<file path="src/hdl/lss_pkg.sv">
// ----------------------------------------------------------------------------
// lss_pkg
// Shared types and constants for the limited-service grant scheduler.
// ----------------------------------------------------------------------------
package lss_pkg;

  localparam int UNIT_W     = 6;
  localparam int OCC_W      = 24;
  localparam int TIME_W     = 32;
  localparam int GUARD_W    = 16;
  localparam int ACT_W      = 7;
  localparam int CNT_W      = 7;
  localparam int REQ_W      = 2;
  localparam int SUM_W      = OCC_W + 1;
  localparam int PROD_W     = 2 * OCC_W;
  localparam int DIV_STEPS  = OCC_W;
  localparam int DIV_CNT_W  = $clog2(DIV_STEPS);
  localparam int APB_W      = 32;
  localparam int PADDR_W    = 4;

  localparam logic [REQ_W-1:0] REQ_REPORT = 2'd0;
  localparam logic [REQ_W-1:0] REQ_RANGE  = 2'd1;
  localparam logic [REQ_W-1:0] REQ_TICK   = 2'd2;

  localparam logic [1:0] REG_ACTIVE = 2'd0;
  localparam logic [1:0] REG_GUARD  = 2'd1;
  localparam logic [1:0] REG_MAXG   = 2'd2;

  localparam logic [ACT_W-1:0]   ACTIVE_RST = 7'd16;
  localparam logic [GUARD_W-1:0] GUARD_RST  = 16'd64;
  localparam logic [OCC_W-1:0]   MAXG_RST   = 24'd100000;
  localparam logic [CNT_W-1:0]   CNT_SAT    = 7'd127;

  typedef struct packed {
    logic busy;
    logic done;
  } div_stat_t;

endpackage

</file>
<file path="src/hdl/lss_ram.sv">
// ----------------------------------------------------------------------------
// lss_ram
// Generic single-write, single-read RAM with registered read data.
// ----------------------------------------------------------------------------
module lss_ram #(
  parameter int WIDTH = 24,
  parameter int DEPTH = 16
) (
  input  logic                                   clk,
  input  logic                                   we,
  input  logic [(DEPTH > 1 ? $clog2(DEPTH) : 1)-1:0] waddr,
  input  logic [WIDTH-1:0]                       wdata,
  input  logic [(DEPTH > 1 ? $clog2(DEPTH) : 1)-1:0] raddr,
  output logic [WIDTH-1:0]                       rdata
);

  logic [WIDTH-1:0] mem [DEPTH];

  always_ff @(posedge clk) begin
    if (we) begin
      mem[waddr] <= wdata;
    end
    rdata <= mem[raddr];
  end

endmodule

</file>
<file path="src/hdl/lss_div.sv">
// ----------------------------------------------------------------------------
// lss_div
// Restoring divider, one quotient bit per cycle. The upper half of the
// dividend must be below the divisor, so the quotient fits in one half.
// ----------------------------------------------------------------------------
module lss_div (
  input  logic                         clk,
  input  logic                         rst_n,
  input  logic                         start,
  input  logic [lss_pkg::PROD_W-1:0]   dividend,
  input  logic [lss_pkg::SUM_W-1:0]    divisor,
  output logic [lss_pkg::OCC_W-1:0]    quotient,
  output logic [lss_pkg::SUM_W-1:0]    remainder,
  output lss_pkg::div_stat_t           stat
);

  logic                           run_r;
  logic                           done_r;
  logic [lss_pkg::DIV_CNT_W-1:0]  cnt_r;
  logic [lss_pkg::SUM_W-1:0]      rem_r;
  logic [lss_pkg::OCC_W-1:0]      quo_r;
  logic [lss_pkg::SUM_W-1:0]      dsr_r;
  logic [lss_pkg::SUM_W:0]        shifted;
  logic [lss_pkg::SUM_W+1:0]      trial;
  logic                           qbit;

  assign shifted = {rem_r, quo_r[lss_pkg::OCC_W-1]};
  assign trial   = {1'b0, shifted} - {2'b00, dsr_r};
  assign qbit    = ~trial[lss_pkg::SUM_W+1];

  always_ff @(posedge clk) begin
    if (!rst_n) begin
      run_r  <= 1'b0;
      done_r <= 1'b0;
      cnt_r  <= '0;
    end else begin
      done_r <= 1'b0;
      if (start) begin
        run_r <= 1'b1;
        cnt_r <= '0;
      end else if (run_r) begin
        cnt_r <= cnt_r + 1'b1;
        if (cnt_r == lss_pkg::DIV_CNT_W'(lss_pkg::DIV_STEPS - 1)) begin
          run_r  <= 1'b0;
          done_r <= 1'b1;
        end
      end
    end
  end

  always_ff @(posedge clk) begin
    if (start) begin
      rem_r <= {1'b0, dividend[lss_pkg::PROD_W-1:lss_pkg::OCC_W]};
      quo_r <= dividend[lss_pkg::OCC_W-1:0];
      dsr_r <= divisor;
    end else if (run_r) begin
      rem_r <= qbit ? trial[lss_pkg::SUM_W-1:0] : shifted[lss_pkg::SUM_W-1:0];
      quo_r <= {quo_r[lss_pkg::OCC_W-2:0], qbit};
    end
  end

  assign quotient  = quo_r;
  assign remainder = rem_r;
  assign stat.busy = run_r;
  assign stat.done = done_r;

endmodule

</file>
<file path="src/hdl/pon_limited_service_grant_scheduler.sv">
// ----------------------------------------------------------------------------
// pon_limited_service_grant_scheduler
// Upstream bandwidth-map builder with limited-service grants.
// ----------------------------------------------------------------------------
// A request is taken when start is high and busy is low. Request types:
// occupancy report, ranging reply, cycle tick.
// Report: the slot is unit_index modulo the unit count, found on the shared
//   divider.
// Ranging reply: stored in the accept cycle; when the reply count reaches
//   the unit count, a preset sweep writes one class-3 entry per cycle.
// Tick: one map entry per unit on out_valid, last one flagged by
//   out_last_entry. Each unit goes through a RAM read, a load, and per
//   class one multiply plus a 24-step division on the shared divider, then
//   the emit state.
// Results are shown for one cycle only; the receiver cannot stall them.
// Reset clears the stores through valid bits, the counters and the
// registers (active 16, guard 64, max grant 100000). No clearing pass.
// Configuration over APB at byte addresses 0, 4, 8; pready is tied high.
// ----------------------------------------------------------------------------
module pon_limited_service_grant_scheduler #(
  parameter int MAX_UNITS = 16
) (
  input  logic                          clk,
  input  logic                          rst_n,
  input  logic                          start,
  output logic                          busy,
  input  logic [lss_pkg::REQ_W-1:0]     in_req_type,
  input  logic [lss_pkg::UNIT_W-1:0]    in_unit_index,
  input  logic [lss_pkg::OCC_W-1:0]     in_occupancy_class2,
  input  logic [lss_pkg::OCC_W-1:0]     in_occupancy_class3,
  input  logic [lss_pkg::TIME_W-1:0]    in_round_trip,
  output logic                          out_valid,
  output logic [lss_pkg::UNIT_W-1:0]    out_unit,
  output logic [lss_pkg::OCC_W-1:0]     out_grant_class2,
  output logic [lss_pkg::TIME_W-1:0]    out_start_class2,
  output logic [lss_pkg::OCC_W-1:0]     out_grant_class3,
  output logic [lss_pkg::TIME_W-1:0]    out_start_class3,
  output logic [lss_pkg::TIME_W-1:0]    out_unit_round_trip,
  output logic [lss_pkg::TIME_W-1:0]    out_cycle_number,
  output logic                          out_last_entry,
  input  logic                          psel,
  input  logic                          penable,
  input  logic                          pwrite,
  input  logic [lss_pkg::PADDR_W-1:0]   paddr,
  input  logic [lss_pkg::APB_W-1:0]     pwdata,
  output logic [lss_pkg::APB_W-1:0]     prdata,
  output logic                          pready
);

  localparam int AW = (MAX_UNITS > 1) ? $clog2(MAX_UNITS) : 1;
  localparam int NW = $clog2(MAX_UNITS + 1);

  localparam logic [3:0] ST_IDLE     = 4'd0;
  localparam logic [3:0] ST_MOD_GO   = 4'd1;
  localparam logic [3:0] ST_MOD_WAIT = 4'd2;
  localparam logic [3:0] ST_PRESET   = 4'd3;
  localparam logic [3:0] ST_READ     = 4'd4;
  localparam logic [3:0] ST_LOAD     = 4'd5;
  localparam logic [3:0] ST_MUL      = 4'd6;
  localparam logic [3:0] ST_DIV_GO   = 4'd7;
  localparam logic [3:0] ST_DIV_WAIT = 4'd8;
  localparam logic [3:0] ST_EMIT     = 4'd9;

  // configuration
  logic [lss_pkg::ACT_W-1:0]   active_r;
  logic [lss_pkg::GUARD_W-1:0] guard_r;
  logic [lss_pkg::OCC_W-1:0]   maxg_r;
  logic                        cfg_wr;

  // control
  logic [3:0]                  state_r, state_nxt;
  logic [AW-1:0]               idx_r, idx_nxt;
  logic [lss_pkg::CNT_W-1:0]   rng_cnt_r, rng_cnt_nxt;
  logic [lss_pkg::TIME_W-1:0]  cyc_r, cyc_nxt;
  logic                        phase_r, phase_nxt;
  logic [MAX_UNITS-1:0]        v2_r, v2_nxt;
  logic [MAX_UNITS-1:0]        v3_r, v3_nxt;
  logic [MAX_UNITS-1:0]        vr_r, vr_nxt;
  logic                        out_valid_r, out_valid_nxt;

  // datapath
  logic [lss_pkg::UNIT_W-1:0]  unit_r;
  logic [lss_pkg::OCC_W-1:0]   occ2_r, occ3_r;
  logic [lss_pkg::OCC_W-1:0]   b2_r, b3_r;
  logic [lss_pkg::TIME_W-1:0]  rtt_r;
  logic [lss_pkg::SUM_W-1:0]   sum_r;
  logic [lss_pkg::PROD_W-1:0]  prod_r;
  logic [lss_pkg::OCC_W-1:0]   g2_r, g3_r;
  logic [lss_pkg::TIME_W-1:0]  cursor_r, st2_r, st3_r;
  logic [lss_pkg::OCC_W-1:0]   mul_op;
  logic [lss_pkg::OCC_W-1:0]   cur_b;
  logic [lss_pkg::OCC_W-1:0]   grant;

  logic [NW-1:0]               n_units;
  logic                        accept;
  logic                        last_idx;
  logic [lss_pkg::CNT_W-1:0]   cnt_inc;

  // divider
  logic                        div_start;
  logic [lss_pkg::PROD_W-1:0]  div_dividend;
  logic [lss_pkg::SUM_W-1:0]   div_divisor;
  logic [lss_pkg::OCC_W-1:0]   div_quo;
  logic [lss_pkg::SUM_W-1:0]   div_rem;
  lss_pkg::div_stat_t          div_stat;

  // RAMs
  logic                        c2_we, c3_we, rt_we;
  logic [AW-1:0]               c3_waddr, rt_waddr, slot;
  logic [lss_pkg::OCC_W-1:0]   c3_wdata;
  logic [lss_pkg::OCC_W-1:0]   c2_q, c3_q;
  logic [lss_pkg::TIME_W-1:0]  rt_q;

  assign pready = 1'b1;
  assign cfg_wr = psel & penable & pwrite & pready;

  always_ff @(posedge clk) begin
    if (!rst_n) begin
      active_r <= lss_pkg::ACTIVE_RST;
      guard_r  <= lss_pkg::GUARD_RST;
      maxg_r   <= lss_pkg::MAXG_RST;
    end else if (cfg_wr) begin
      case (paddr[3:2])
        lss_pkg::REG_ACTIVE: active_r <= pwdata[lss_pkg::ACT_W-1:0];
        lss_pkg::REG_GUARD:  guard_r  <= pwdata[lss_pkg::GUARD_W-1:0];
        lss_pkg::REG_MAXG:   maxg_r   <= pwdata[lss_pkg::OCC_W-1:0];
        default: ;
      endcase
    end
  end

  always_comb begin
    case (paddr[3:2])
      lss_pkg::REG_ACTIVE: prdata = lss_pkg::APB_W'(active_r);
      lss_pkg::REG_GUARD:  prdata = lss_pkg::APB_W'(guard_r);
      lss_pkg::REG_MAXG:   prdata = lss_pkg::APB_W'(maxg_r);
      default:             prdata = '0;
    endcase
  end

  assign n_units  = (active_r < lss_pkg::ACT_W'(MAX_UNITS)) ? active_r[NW-1:0]
                                                            : NW'(MAX_UNITS);
  assign busy     = (state_r != ST_IDLE);
  assign accept   = start & ~busy;
  assign last_idx = ((NW + 1)'(idx_r) + 1'b1) == (NW + 1)'(n_units);
  assign cnt_inc  = (rng_cnt_r == lss_pkg::CNT_SAT) ? rng_cnt_r : rng_cnt_r + 1'b1;
  assign slot     = div_rem[AW-1:0];

  // shared divider
  assign div_start    = (state_r == ST_MOD_GO) || (state_r == ST_DIV_GO);
  assign div_dividend = (state_r == ST_MOD_GO) ? lss_pkg::PROD_W'(unit_r) : prod_r;
  assign div_divisor  = (state_r == ST_MOD_GO) ? lss_pkg::SUM_W'(n_units) : sum_r;

  lss_div u_div (
    .clk       (clk),
    .rst_n     (rst_n),
    .start     (div_start),
    .dividend  (div_dividend),
    .divisor   (div_divisor),
    .quotient  (div_quo),
    .remainder (div_rem),
    .stat      (div_stat)
  );

  assign c2_we    = (state_r == ST_MOD_WAIT) && div_stat.done;
  assign c3_we    = c2_we || (state_r == ST_PRESET);
  assign c3_waddr = (state_r == ST_PRESET) ? idx_r : slot;
  assign c3_wdata = (state_r == ST_PRESET) ? maxg_r : occ3_r;
  assign rt_we    = accept && (in_req_type == lss_pkg::REQ_RANGE) &&
                    ({1'b0, in_unit_index} < lss_pkg::ACT_W'(MAX_UNITS));
  assign rt_waddr = in_unit_index[AW-1:0];

  lss_ram #(.WIDTH(lss_pkg::OCC_W), .DEPTH(MAX_UNITS)) u_c2_ram (
    .clk (clk), .we (c2_we), .waddr (slot), .wdata (occ2_r),
    .raddr (idx_r), .rdata (c2_q)
  );

  lss_ram #(.WIDTH(lss_pkg::OCC_W), .DEPTH(MAX_UNITS)) u_c3_ram (
    .clk (clk), .we (c3_we), .waddr (c3_waddr), .wdata (c3_wdata),
    .raddr (idx_r), .rdata (c3_q)
  );

  lss_ram #(.WIDTH(lss_pkg::TIME_W), .DEPTH(MAX_UNITS)) u_rt_ram (
    .clk (clk), .we (rt_we), .waddr (rt_waddr), .wdata (in_round_trip),
    .raddr (idx_r), .rdata (rt_q)
  );

  // sequencer
  always_comb begin
    state_nxt     = state_r;
    idx_nxt       = idx_r;
    rng_cnt_nxt   = rng_cnt_r;
    cyc_nxt       = cyc_r;
    phase_nxt     = phase_r;
    v2_nxt        = v2_r;
    v3_nxt        = v3_r;
    vr_nxt        = vr_r;
    out_valid_nxt = 1'b0;
    case (state_r)
      ST_IDLE: begin
        if (accept) begin
          case (in_req_type)
            lss_pkg::REQ_REPORT: begin
              if (n_units != '0) begin
                state_nxt = ST_MOD_GO;
              end
            end
            lss_pkg::REQ_RANGE: begin
              if (rt_we) begin
                vr_nxt[rt_waddr] = 1'b1;
              end
              rng_cnt_nxt = cnt_inc;
              if (cnt_inc == lss_pkg::CNT_W'(n_units)) begin
                idx_nxt   = '0;
                state_nxt = ST_PRESET;
              end
            end
            lss_pkg::REQ_TICK: begin
              cyc_nxt = cyc_r + 1'b1;
              if (n_units != '0) begin
                idx_nxt   = '0;
                state_nxt = ST_READ;
              end
            end
            default: ;
          endcase
        end
      end
      ST_MOD_GO:   state_nxt = ST_MOD_WAIT;
      ST_MOD_WAIT: begin
        if (div_stat.done) begin
          v2_nxt[slot] = 1'b1;
          v3_nxt[slot] = 1'b1;
          state_nxt    = ST_IDLE;
        end
      end
      ST_PRESET: begin
        v3_nxt[idx_r] = 1'b1;
        if (last_idx) begin
          state_nxt = ST_IDLE;
        end else begin
          idx_nxt = idx_r + 1'b1;
        end
      end
      ST_READ: state_nxt = ST_LOAD;
      ST_LOAD: begin
        phase_nxt = 1'b0;
        state_nxt = ST_MUL;
      end
      ST_MUL:    state_nxt = ST_DIV_GO;
      ST_DIV_GO: state_nxt = ST_DIV_WAIT;
      ST_DIV_WAIT: begin
        if (div_stat.done) begin
          phase_nxt = 1'b1;
          state_nxt = phase_r ? ST_EMIT : ST_MUL;
        end
      end
      ST_EMIT: begin
        out_valid_nxt = 1'b1;
        if (last_idx) begin
          state_nxt = ST_IDLE;
        end else begin
          idx_nxt   = idx_r + 1'b1;
          state_nxt = ST_READ;
        end
      end
      default: state_nxt = ST_IDLE;
    endcase
  end

  always_ff @(posedge clk) begin
    if (!rst_n) begin
      state_r     <= ST_IDLE;
      idx_r       <= '0;
      rng_cnt_r   <= '0;
      cyc_r       <= '0;
      phase_r     <= 1'b0;
      v2_r        <= '0;
      v3_r        <= '0;
      vr_r        <= '0;
      out_valid_r <= 1'b0;
    end else begin
      state_r     <= state_nxt;
      idx_r       <= idx_nxt;
      rng_cnt_r   <= rng_cnt_nxt;
      cyc_r       <= cyc_nxt;
      phase_r     <= phase_nxt;
      v2_r        <= v2_nxt;
      v3_r        <= v3_nxt;
      vr_r        <= vr_nxt;
      out_valid_r <= out_valid_nxt;
    end
  end

  // datapath
  assign mul_op = phase_r ? b3_r : b2_r;
  assign cur_b  = phase_r ? b3_r : b2_r;
  assign grant  = (cur_b < div_quo) ? cur_b : div_quo;

  always_ff @(posedge clk) begin
    if (accept && (in_req_type == lss_pkg::REQ_REPORT)) begin
      unit_r <= in_unit_index;
      occ2_r <= in_occupancy_class2;
      occ3_r <= in_occupancy_class3;
    end
    if (accept && (in_req_type == lss_pkg::REQ_TICK)) begin
      cursor_r <= '0;
    end
    if (state_r == ST_LOAD) begin
      b2_r  <= v2_r[idx_r] ? c2_q : '0;
      b3_r  <= v3_r[idx_r] ? c3_q : '0;
      rtt_r <= vr_r[idx_r] ? rt_q : '0;
      sum_r <= (v2_r[idx_r] ? {1'b0, c2_q} : '0) + (v3_r[idx_r] ? {1'b0, c3_q} : '0);
      st2_r <= cursor_r + lss_pkg::TIME_W'(guard_r);
    end
    if (state_r == ST_MUL) begin
      prod_r <= lss_pkg::PROD_W'(mul_op) * lss_pkg::PROD_W'(maxg_r);
    end
    if ((state_r == ST_DIV_WAIT) && div_stat.done) begin
      if (phase_r) begin
        g3_r <= grant;
      end else begin
        g2_r  <= grant;
        st3_r <= st2_r + lss_pkg::TIME_W'(grant);
      end
    end
    if (state_r == ST_EMIT) begin
      cursor_r            <= st3_r + lss_pkg::TIME_W'(g3_r);
      out_unit            <= lss_pkg::UNIT_W'(idx_r);
      out_grant_class2    <= g2_r;
      out_start_class2    <= st2_r;
      out_grant_class3    <= g3_r;
      out_start_class3    <= st3_r;
      out_unit_round_trip <= rtt_r;
      out_cycle_number    <= cyc_r;
      out_last_entry      <= last_idx;
    end
  end

  assign out_valid = out_valid_r;

  // checks
  a_no_back_to_back: assert property (@(posedge clk) disable iff (!rst_n)
    out_valid |=> !out_valid)
    else $error("map entries on consecutive cycles");

  a_last_frees: assert property (@(posedge clk) disable iff (!rst_n)
    (out_valid && out_last_entry) |-> !busy)
    else $error("still busy after last map entry");

  a_mid_busy: assert property (@(posedge clk) disable iff (!rst_n)
    (out_valid && !out_last_entry) |-> busy)
    else $error("idle in the middle of a map");

  a_div_owner: assert property (@(posedge clk) disable iff (!rst_n)
    (div_stat.busy || div_stat.done) |->
      (state_r == ST_MOD_WAIT || state_r == ST_DIV_WAIT))
    else $error("divider active outside a wait state");

endmodule
</file>
<file path="config.mk">
export PLATFORM = sky130hd
export DESIGN_NAME = pon_limited_service_grant_scheduler
export DESIGN_NICKNAME = d
export VERILOG_FILES = /design/src/hdl/lss_pkg.sv /design/src/hdl/lss_ram.sv /design/src/hdl/lss_div.sv /design/src/hdl/pon_limited_service_grant_scheduler.sv
export SDC_FILE = /design/constraint.sdc
export NUM_CORES = 2
export LEC_CHECK = 0
export BUFFER_PORTS_ARGS = -buffer_cell sky130_fd_sc_hd__buf_4
export CORE_MARGIN = 5
export CORE_UTILIZATION = 67
export DETAILED_ROUTE_END_ITERATION = 10
export GPL_TIMING_DRIVEN = 0
export HOLD_SLACK_MARGIN = 0.15
export PLACE_DENSITY_LB_ADDON = 0.05
export REMOVE_ABC_BUFFERS = 1
export SETUP_SLACK_MARGIN = 0.4
export SYNTH_ARGS = -nofsm -noshare
export SYNTH_HDL_FRONTEND = slang
export SYNTH_SLANG_ARGS = --single-unit
</file>
<file path="constraint.sdc">
create_clock -name clk -period 20.7 [get_ports clk]
set_input_delay 1.035 -clock clk [delete_from_list [all_inputs] [get_ports clk]]
set_output_delay 1.035 -clock clk [all_outputs]
set_load 0.05 [all_outputs]
</file>
==> metrics.md <==
| Metric | Value |
|---|---|
| Outcome | finished clean |
| Post-DP HPWL | 168000 um |
| Post-Route WL | 266000 um |
| Worst hold path type | input pin to flip-flop |
| CP Max Fanout | 32 |
| Clock buffer count from CTS | 198 |
| Hold Crit Start | in_occupancy_class2[5] |
| Die area | 0.161 mm^2 |
| Max-cap violations | 0 |
| CP arrival | 9.92 ns |
| Drt first pass iters | 6 |
| # resized after CTS | 0 |
| Post-Layout Cell Count | 9428 |
| Clk_skew | 0.0457 ns |
| Crit share post-route | 45.2% |
| CP required | 21.25 ns |
| RSZ-0062 raised after global routing | no |
| # IOs | 348 |
| Top_reg_cell synth | edfxtp_1 |
| Synth top area share | 55.2% |
| Layout cells sized above 1 | 17.6% |
| R2R Setup Slk | 11.33 ns |
| WL per Instance | 28.2 um |
| Largest net degree at the start of global routing | 105 |
| Worst-Skew Late Latency | 0.83 ns |
| Register-to-Register Path Depth | 25 |
| Peak supply drop | 150 uV |
| GPL Wtd Cong | 0.902 |
| 1st-iter DRT viols | 6578 |
| Initial core utilization | 67.5% |
| Critical-path top delay cell | dfxtp_2 |
| Cell variety after synth | 77 |
| CTS Sinks | 2117 |
| Commonest cells after routing, fill and taps aside | edfxtp_1 (1885), inv_1 (662), nand2_1 (596) |
| Post-synthesis sequential area ratio | 59.7% |
| Yosys reg bits | 2117 |
| Number of stages on the worst setup path | 25 |
| Max incr delay on CP | 0.93 ns |
| CTS root buffer | clkbuf_16 |
| Count of final hold-check violations | 0 |
| TritonCTS clock tree | built |
| Final Critical Period | 9.37 ns |
| Yosys warning total | 0 |
| Slew Viols, Final | 0 |
| FMAX | 107 MHz |
| Hold Buf Count CTS | 0 |
| Port Buffer Count | 326 |
| Mapped Cells | 6857 |
| Cell Area, Synth | 0.103 mm^2 |
| Largest delay share family, worst path | adder cells |
| DIE HEIGHT | 401 um |
| Clk buf depth | 3 |
| Most common cell after layout, fill and taps aside | edfxtp_1 |
| CTS clk-pin slew, worst paths | 0.06 ns |
| Mean Syn Cell Area | 15.0 um^2 |
| Register area | 0.0613 mm^2 |
| Endpoint, Worst Hold | occ2_r[5] |
| Tot GR Track Use | 33.4% |
| CP Launch Type | flip-flop |
| Width of the die | 401 um |
| Buffers and inverters on the worst path | 5 |
| Worst slew pin tran | 1.48 ns |
| H-tree Lvls | 4 |
| Worst flop-to-flop path startpoint | phase_r |
| Hold path cells | 1 |
| Setup CP Type | flip-flop to flip-flop |
| Row count | 143 |
| Vias in the first global route | 62300 |
| ANT nets after route | 0 |
| Power per cell area | 91.7 mW/mm^2 |
| Most used cell, CP | fa_1 |
| Leak | 42.3 nW |
| P&R area growth vs syn | 12.8% |
| Final TNS setup | 0 ns |
| Area of the multi-input gates | 0.0381 mm^2 |
| DRC | 0 |
| Dpl cells | 9034 |
| Vias | 59900 |
| # fillers | 8726 |
| CP endpoint kind | flip-flop |
| CORE AREA | 0.152 mm^2 |
| R2R Path End | prod_r[46] |
| Slew headroom | 1.41% |
| Post-synth EDFFs | 1885 |
| Top post-synthesis cells by area | edfxtp_1 (55%), fa_1 (9.5%), mux4_2 (9.1%) |
| First-pass GRT wire length | 398000 um |
| Initial antenna violation count | 21 |
| Via density | 6.35 |
| Post-layout nets | 8143 |
| Final Setup Violations | 0 |
| Post CTS Setup Buffer Count | 0 |
| Total gr overflow | 0 |
| Ys async rst share | 0% |
| Post-synth top area cell | edfxtp_1 |
## flip-flops by register name, indices dropped and copies added, names as in the netlist, 48 cells and up
name          flops
u_c2_ram.mem    384
u_c3_ram.mem    384
u_rt_ram.mem    512
prod_r           48
## synth_stat cells, types with 11 or more instances
library cell	instances
nand3_1	63
mux4_2	415
or2_2	11
a211oi_1	32
mux2_2	48
a22o_1	17
nor3_1	47
a21oi_1	193
o21bai_1	28
nor2b_1	50
buf_4	15
a21o_1	60
inv_1	664
xor2_1	84
buf_1	25
a31oi_1	15
or3_1	14
nand4_1	32
o21ai_0	130
mux2i_1	28
nand2_1	598
dfxtp_1	232
and2_1	438
nand2b_1	31
buf_2	24
nor2_1	307
edfxtp_1	1885
o21a_1	19
xnor2_1	116
ha_1	321
clkbuf_1	234
fa_1	487
o211ai_1	13
and3_1	45
## through the flow
stage	instance area [um^2]	power, W	hold WS (ns)	setup slack (ns)	utilization, %
after floorplan	101000	0.00639	0.400	2.83	-
after global placement	106000	0.00690	0.401	-5.14	70.0
after detailed placement	109000	0.00693	0.405	11.45	71.7
after CTS	116000	0.0106	0.328	11.37	76.1
after global routing	116000	0.0111	0.341	10.84	76.1
final	116000	0.0106	0.372	11.33	76.1
## worst register-to-register path: cells and delay by family, from the launching register on
kind | cells | cell delay [ns]
AO/OA/AOI/OAI | 9 | 2.59
XOR/XNOR | 1 | 0.14
adder cells (fa/ha/maj) | 8 | 3.99
buffers and inverters | 5 | 0.26
flip-flops | 1 | 0.93
multiplexers | 1 | 0.93
AND/OR/NAND/NOR | 1 | 0.24
## per-layer routing
layer	vias up	global-route usage [%]	routed length [um]
met3	675	6.06	22300
li1	25300	-	-
met2	3351	56.1	134000
met4	4	15.8	14500
met5	-	0	33
met1	30600	42.8	95200
## kinds of logic after synthesis
group / after synthesis / share of synthesized area (%)
mux: 491 / 9.91
flops: 2117 / 59.7
compound gates: 606 / 3.76
buf+inv: 968 / 3.65
other cells: 2 / 0.00732
simple gates: 1665 / 7.87
fa+ha+maj: 808 / 13.4
xor+xnor: 200 / 1.71
## power breakdown
| part | switching (W) | internal, W |
|---|---|---|
| combinational | 0.00122 | 0.000818 |
| clock | 0.00160 | 0.00215 |
| sequential | 0.0000478 | 0.00478 |
| total | 0.00287 | 0.00775 |
## how the worst max path moves through the flow
stage,from,to
after floorplan,idx_r[0],sum_r[23]
after CTS,phase_r,prod_r[46]
after detailed placement,phase_r,prod_r[46]
final,phase_r,prod_r[46]
after global placement,idx_r[0],u_c3_ram.mem[5][9]
after global routing,phase_r,prod_r[46]
## cell type report
type,instances,area share [%]
antenna,20,0.0432
clock buffer,282,4.78
clock inverter,91,1.01
inverter,666,2.17
multi-input combinational,3781,32.9
sequential,2117,52.9
tap,2030,2.19
timing repair buffer,441,4.01
Note: power is estimated with default switching activity, not from simulation.
